`src/tsgs_pkg.sv`:
```
// Shared types, constants and helpers for the topic/sentiment Gibbs sampler.
// No dependencies; every other file of the block imports this package.
package tsgs_pkg;

  // Default sizes of the count stores
  localparam int MAX_DOCS_DEF   = 1024;
  localparam int MAX_LABELS_DEF = 4;
  localparam int MAX_TOPICS_DEF = 64;
  localparam int VOCAB_SIZE_DEF = 4096;

  // Register reset values
  localparam logic [2:0]  LABEL_COUNT_RST = 3'd3;
  localparam logic [6:0]  TOPIC_COUNT_RST = 7'd50;
  localparam logic [31:0] ALPHA_RST       = 32'h0001_0000;
  localparam logic [31:0] GAMMA_RST       = 32'h0001_0000;

  localparam int CFG_IDX_W  = 2;
  localparam int CFG_DATA_W = 32;
  localparam int LBL_W      = 3;   // label count register width, also label index
  localparam int TOP_W      = 7;   // topic count register width, also topic index
  localparam int DIV_W      = 56;  // divider operand width
  localparam int Q_W        = 32;  // Q8.24 quotient / weight
  localparam int ACC_W      = 48;

  typedef enum logic [CFG_IDX_W-1:0] {
    CFG_LABEL_COUNT = 2'd0,
    CFG_TOPIC_COUNT = 2'd1,
    CFG_ALPHA       = 2'd2,
    CFG_GAMMA       = 2'd3
  } cfg_e;

  typedef enum logic [1:0] {
    OP_ADD      = 2'd0,
    OP_RESAMPLE = 2'd1,
    OP_PRIOR    = 2'd2
  } op_e;

  typedef enum logic [1:0] {
    DIV_Q1,
    DIV_Q2,
    DIV_Q3
  } div_sel_e;

  typedef enum logic [4:0] {
    S_CLEAR,
    S_IDLE,
    S_WRAP,
    S_CHECK,
    S_PRI_RD,
    S_PRI_WR,
    S_CNT_RD,
    S_CNT_WR,
    S_LAB_RD,
    S_Q3_GO,
    S_Q3_WAIT,
    S_PAIR_RD,
    S_Q1_GO,
    S_Q1_WAIT,
    S_Q2_GO,
    S_Q2_WAIT,
    S_MUL_A,
    S_MUL_B,
    S_ACC,
    S_THR,
    S_SCAN_RD,
    S_SCAN_CMP,
    S_DONE
  } state_e;

  typedef struct packed {
    logic [1:0]  operation;
    logic [9:0]  doc_index;
    logic [11:0] word_id;
    logic [1:0]  label_in;
    logic [5:0]  topic_in;
    logic [15:0] random_fraction;
    logic [31:0] prior_weight;
  } item_t;

  typedef struct packed {
    logic [1:0] label_out;
    logic [5:0] topic_out;
    logic       status;
  } result_t;

  typedef struct packed {
    logic     clear;
    logic     load;
    logic     wrap;
    logic     check;
    logic     cnt_up;
    logic     cnt_wr;
    logic     pri_wr;
    logic     loop_addr;
    logic     loop_init;
    logic     loop_step;
    logic     acc_init;
    logic     div_start;
    div_sel_e div_sel;
    logic     q1_ld;
    logic     q2_ld;
    logic     q3_ld;
    logic     mul_a;
    logic     mul_b;
    logic     acc_add;
    logic     thr_ld;
    logic     take_hit;
    logic     take_last;
  } cmd_t;

  typedef struct packed {
    logic       clr_last;
    logic       wrapped;
    logic       bad;
    logic [1:0] op;
    logic       last_k;
    logic       last_l;
    logic       div_done;
    logic       scan_hit;
  } sts_t;

  // Q8.24 product truncation with saturation
  function automatic logic [Q_W-1:0] q24_sat(input logic [63:0] p);
    logic [Q_W-1:0] r;
    if (p[63:56] != 8'd0) r = '1;
    else r = p[55:24];
    return r;
  endfunction

endpackage

```
`src/tsgs_ctrl.sv`:
```
// Sequencer for the sampler: clear pass, count updates, weight walk, draw.
// Depends on tsgs_pkg.
module tsgs_ctrl (
  input  logic           clk_i,
  input  logic           rst_ni,
  input  logic           start_i,
  input  tsgs_pkg::sts_t sts_i,
  output tsgs_pkg::cmd_t cmd_o,
  output logic           busy_o,
  output logic           result_valid_o
);
  import tsgs_pkg::*;

  state_e state_q, state_d;
  logic   up_q, up_d;

  always_ff @(posedge clk_i or negedge rst_ni) begin
    if (!rst_ni) begin
      state_q <= S_CLEAR;
      up_q    <= 1'b0;
    end else begin
      state_q <= state_d;
      up_q    <= up_d;
    end
  end

  // next state
  always_comb begin
    state_d = state_q;
    up_d    = up_q;
    unique case (state_q)
      S_CLEAR:   if (sts_i.clr_last) state_d = S_IDLE;
      S_IDLE:    if (start_i) state_d = S_WRAP;
      S_WRAP:    if (sts_i.wrapped) state_d = S_CHECK;
      S_CHECK: begin
        up_d = (sts_i.op == OP_ADD);
        priority if (sts_i.bad) state_d = S_DONE;
        else if (sts_i.op == OP_PRIOR) state_d = S_PRI_RD;
        else state_d = S_CNT_RD;
      end
      S_PRI_RD:  state_d = S_PRI_WR;
      S_PRI_WR:  state_d = S_DONE;
      S_CNT_RD:  state_d = S_CNT_WR;
      S_CNT_WR:  state_d = up_q ? S_DONE : S_LAB_RD;
      S_LAB_RD:  state_d = S_Q3_GO;
      S_Q3_GO:   state_d = S_Q3_WAIT;
      S_Q3_WAIT: if (sts_i.div_done) state_d = S_PAIR_RD;
      S_PAIR_RD: state_d = S_Q1_GO;
      S_Q1_GO:   state_d = S_Q1_WAIT;
      S_Q1_WAIT: if (sts_i.div_done) state_d = S_Q2_GO;
      S_Q2_GO:   state_d = S_Q2_WAIT;
      S_Q2_WAIT: if (sts_i.div_done) state_d = S_MUL_A;
      S_MUL_A:   state_d = S_MUL_B;
      S_MUL_B:   state_d = S_ACC;
      S_ACC: begin
        priority if (sts_i.last_k && sts_i.last_l) state_d = S_THR;
        else if (sts_i.last_k) state_d = S_LAB_RD;
        else state_d = S_PAIR_RD;
      end
      S_THR:     state_d = S_SCAN_RD;
      S_SCAN_RD: state_d = S_SCAN_CMP;
      S_SCAN_CMP: begin
        if (sts_i.scan_hit || (sts_i.last_k && sts_i.last_l)) begin
          state_d = S_CNT_RD;
          up_d    = 1'b1;
        end else begin
          state_d = S_SCAN_RD;
        end
      end
      S_DONE:    state_d = S_IDLE;
      default:   state_d = S_IDLE;
    endcase
  end

  // commands
  always_comb begin
    cmd_o           = '0;
    cmd_o.loop_addr = 1'b1;
    cmd_o.cnt_up    = up_q;
    cmd_o.div_sel   = DIV_Q1;
    unique case (state_q)
      S_CLEAR:   cmd_o.clear = 1'b1;
      S_IDLE:    cmd_o.load = start_i;
      S_WRAP:    cmd_o.wrap = 1'b1;
      S_CHECK:   cmd_o.check = 1'b1;
      S_PRI_RD:  cmd_o.loop_addr = 1'b0;
      S_PRI_WR: begin
        cmd_o.loop_addr = 1'b0;
        cmd_o.pri_wr    = 1'b1;
      end
      S_CNT_RD:  cmd_o.loop_addr = 1'b0;
      S_CNT_WR: begin
        cmd_o.loop_addr = 1'b0;
        cmd_o.cnt_wr    = 1'b1;
        cmd_o.loop_init = !up_q;
        cmd_o.acc_init  = !up_q;
      end
      S_LAB_RD:  ;
      S_Q3_GO: begin
        cmd_o.div_sel   = DIV_Q3;
        cmd_o.div_start = 1'b1;
      end
      S_Q3_WAIT: cmd_o.q3_ld = sts_i.div_done;
      S_PAIR_RD: ;
      S_Q1_GO: begin
        cmd_o.div_sel   = DIV_Q1;
        cmd_o.div_start = 1'b1;
      end
      S_Q1_WAIT: cmd_o.q1_ld = sts_i.div_done;
      S_Q2_GO: begin
        cmd_o.div_sel   = DIV_Q2;
        cmd_o.div_start = 1'b1;
      end
      S_Q2_WAIT: cmd_o.q2_ld = sts_i.div_done;
      S_MUL_A:   cmd_o.mul_a = 1'b1;
      S_MUL_B:   cmd_o.mul_b = 1'b1;
      S_ACC: begin
        cmd_o.acc_add   = 1'b1;
        cmd_o.loop_step = !(sts_i.last_k && sts_i.last_l);
      end
      S_THR: begin
        cmd_o.thr_ld    = 1'b1;
        cmd_o.loop_init = 1'b1;
      end
      S_SCAN_RD: ;
      S_SCAN_CMP: begin
        cmd_o.take_hit  = sts_i.scan_hit;
        cmd_o.take_last = !sts_i.scan_hit && sts_i.last_k && sts_i.last_l;
        cmd_o.loop_step = !sts_i.scan_hit && !(sts_i.last_k && sts_i.last_l);
      end
      S_DONE:    ;
      default:   ;
    endcase
  end

  assign busy_o         = state_q != S_IDLE;
  assign result_valid_o = state_q == S_DONE;

  a_done_then_idle: assert property (@(posedge clk_i) disable iff (!rst_ni)
    state_q == S_DONE |=> state_q == S_IDLE)
    else $error("result strobe longer than one cycle");

  a_accept_goes: assert property (@(posedge clk_i) disable iff (!rst_ni)
    (start_i && !busy_o) |=> state_q == S_WRAP)
    else $error("accepted item not taken up");

  a_div_when_waiting: assert property (@(posedge clk_i) disable iff (!rst_ni)
    sts_i.div_done |-> (state_q == S_Q1_WAIT || state_q == S_Q2_WAIT ||
                        state_q == S_Q3_WAIT))
    else $error("quotient finished outside a wait state");

endmodule

```
`config.mk`:
```
export PLATFORM = sky130hd
export DESIGN_NAME = tsgs_ctrl
export DESIGN_NICKNAME = d
export VERILOG_FILES = /design/src/tsgs_pkg.sv /design/src/tsgs_ctrl.sv
export SDC_FILE = /design/constraint.sdc
export NUM_CORES = 1
export LEC_CHECK = 0
export BUFFER_PORTS_ARGS = -buffer_cell sky130_fd_sc_hd__buf_2
export CORE_MARGIN = 10
export CORE_UTILIZATION = 30
export CTS_CLUSTER_DIAMETER = 150
export CTS_CLUSTER_SIZE = 40
export DETAILED_ROUTE_END_ITERATION = 16
export GPL_TIMING_DRIVEN = 1
export MAX_ROUTING_LAYER = met4
export PLACE_DENSITY = 0.6
export SLEW_MARGIN = 20
export SYNTH_ARGS = -nofsm -noshare
export SYNTH_HDL_FRONTEND = slang
export SYNTH_SLANG_ARGS = --single-unit
```
`constraint.sdc`:
```
create_clock -name clk_i -period 2.75 [get_ports clk_i]
set_input_delay 0.55 -clock clk_i [delete_from_list [all_inputs] [get_ports clk_i]]
set_output_delay 0.55 -clock clk_i [all_outputs]
set_load 0.02 [all_outputs]
```
==> out/qor.yml <==
firstDrtPassIters: 4
hpwl_microns: 1950
wire_per_inst_microns: 13.9
cp-end-kind: "output pin"
grt_antenna_before_repair: 0
crit_fanout: 23
regToRegSetupSlack_ns: 0.78
cts_setup_buffers: 0
grt_pass1_wl_microns: 4180
synth_async_sr_flop_share: 1.00
avgSynthCellArea_sq_um: 6.68
clock_sinks: 6
mappedNetlistArea_sq_um: 762
io_buffers: 36
grt_pass1_vias: 928
coreArea_sq_um: 2450
synth-seq-cells: 6
clock_skew_ns: 0.00523
gp_congestion: 0.848
p_per_area_nw_per_um2: 1090
htreeDepth: 1
slowest_delay_ns: 0.74
globalRoute.busiestLayer: "met2"
path_class: "reg -> out"
via_per_inst: 5.22
fill_cells: 274
met3_usage: 0.0198
clk_path_buf_depth: 2
setup_slack_ns: 0.227
setup_viol: 0
die_x_microns: 70.4
layout_common_cells: "36 x buf_2, 22 x nor2_1, 13 x nand2_1, 7 x a21oi_1"
wirelength_microns: 2450
synth_edf_count: 0
finalNonFillerCells: 176
synthesis.nets: 126
tns_ns: 0
row_count: 18
slowest_stage: "dfrtp_1"
cp_num_buf_inv: 2
grtUsageMet2: 0.160
fmax_ghz: 0.396
final_common_cell: "buf_2"
fin_crit_sh: 0.917
path_cells: "nand2_1 -> nor2_1 -> inv_1 -> a21oi_1 -> buf_2"
cts_resized: 0
synth_flop_cell: "dfrtp_1"
grt_use_met1: 0.122
arrival_ns: 1.97
vdd_ir_drop_max_mv: 0.549
drive_above_1_share: 0.342
regArea_sq_um: 150
vias: 918
die_height_microns: 70.4
grt_overflow_total: 0
r2r-end: "state_q[1]$_DFFE_PN0P_"
hp-class: "in -> async"
synthCells: 114
max-slew-margin-rel: 0.576
dp_cells: 173
start_util: 0.310
cp_top_family: "flip-flops"
rsz0062_at_grt: "no"
slew_viol_final: 0
cp-start-kind: "flip-flop"
ant_nets: 0
pre_cts_ws_ns: 0.533
status: "completed"
n_antenna_cell: 0
r2r_start: "state_q[0]$_DFFE_PN0P_"
drv_cap: 0
postCtsHoldBufs: 0
ys_warn_count: 0
seq_area_frac_synth: 0.197
fin_crit_ns: 2.52
fin_util: 0.393
grt_use_total: 0.102
drtIter0Drc: 58
clk-insertion-delay-late_ns: 0.25
clk_pin_slew_ns: 0.05
area_growth_syn_to_layout_pct: 26.6
p_leak_nw: 0.469
final_nets: 160
tightest_slew_ns: 0.635
ios: 37
cts_buffers: 3
hold_violations: 0
worstPathRequired_ns: 2.20
yosysUniqueCellTypes: 40
multiInputGateArea_sq_um: 536
grt_max_degree: 24
route.detailed.drc: 0
root_buffer: "clkbuf_4"
tritoncts: "built"
rr_worst_depth: 4
die_area_sq_um: 4960
per-layer routing:
layer | up-vias | routed length (microns)
met5 | - | 0
met3 | 4 | 124
li1 | 462 | -
met4 | 0 | 39
met2 | 44 | 1150
met1 | 408 | 1130
flip-flops by register name (all words and copies together) (netlist names):
register and cells:
state_q 5, up_q 1
logic make-up (layout without fill, tap and decap cells):
family / after synthesis / after routing / synth area share
flip-flops: 6 / 6 / 0.197
AND/OR/NAND/NOR: 63 / 63 / 0.422
buffers and inverters: 14 / 46 / 0.100
multiplexers: 2 / 2 / 0.0279
AO/OA/AOI/OAI: 28 / 28 / 0.241
XOR/XNOR: 1 / 1 / 0.0115
worst register-to-register path, stage by stage (launching register included):
cell and delay [ns]:
dfrtp_1 0.67, nand2b_1 0.35, o21ai_1 0.14, a22oi_2 0.32
mux2_1 0.36
where the power goes:
group | switching, W | internal, W
logic | 0.000416 | 0.000287
clock network | 0.0000346 | 0.0000496
registers | 0.000132 | 0.000129
total | 0.000582 | 0.000465
synth_stat cells (2+ instances only):
master,n,share of area
nor2_1,22,0.11
nand2_1,13,0.064
a21oi_1,7,0.046
buf_2,6,0.039
dfrtp_1,6,0.20
nand2b_1,6,0.049
inv_1,4,0.020
a31oi_1,3,0.025
nand3_1,3,0.020
nor3_1,3,0.020
o21ai_0,3,0.020
o21ai_1,3,0.020
o22ai_1,3,0.025
or3_1,3,0.025
and2_1,2,0.016
nor4_1,2,0.016
or2_2,2,0.016
final cells by class:
class / instances / area share
Timing Repair Buffer: 38 / 0.202
Sequential cell: 6 / 0.156
Inverter: 5 / 0.0246
Multi-Input combinational cell: 94 / 0.555
Clock buffer: 3 / 0.0233
Tap cell: 30 / 0.0389
stage by stage:
stage          cell area, sq um  hold slack [ns]  total power (W)
5_1_grt                     965            0.119          0.00115
2_1_floorplan               762            0.254         0.000811
3_5_place_dp                942            0.382         0.000962
3_3_place_gp                942            0.378         0.000958
4_1_cts                     965            0.116          0.00105
6_report                    965            0.113          0.00105
worst max path at each step:
| stage | start | endpoint | slack (ns) | cells past startpoint |
|---|---|---|---|---|
| floorplan | state_q[2]$_DFFE_PN0P_ | cmd_o[13] | 0.60 | 6 |
| global placement | state_q[0]$_DFFE_PN0P_ | cmd_o[14] | 0.59 | 4 |
| detailed placement | state_q[0]$_DFFE_PN0P_ | cmd_o[14] | 0.53 | 4 |
| CTS | state_q[0]$_DFFE_PN0P_ | cmd_o[14] | 0.25 | 4 |
| global route | state_q[4]$_DFFE_PN0P_ | cmd_o[13] | 0.02 | 5 |
| finish | state_q[4]$_DFFE_PN0P_ | cmd_o[13] | 0.23 | 5 |
(Power assumes the default switching activity.)
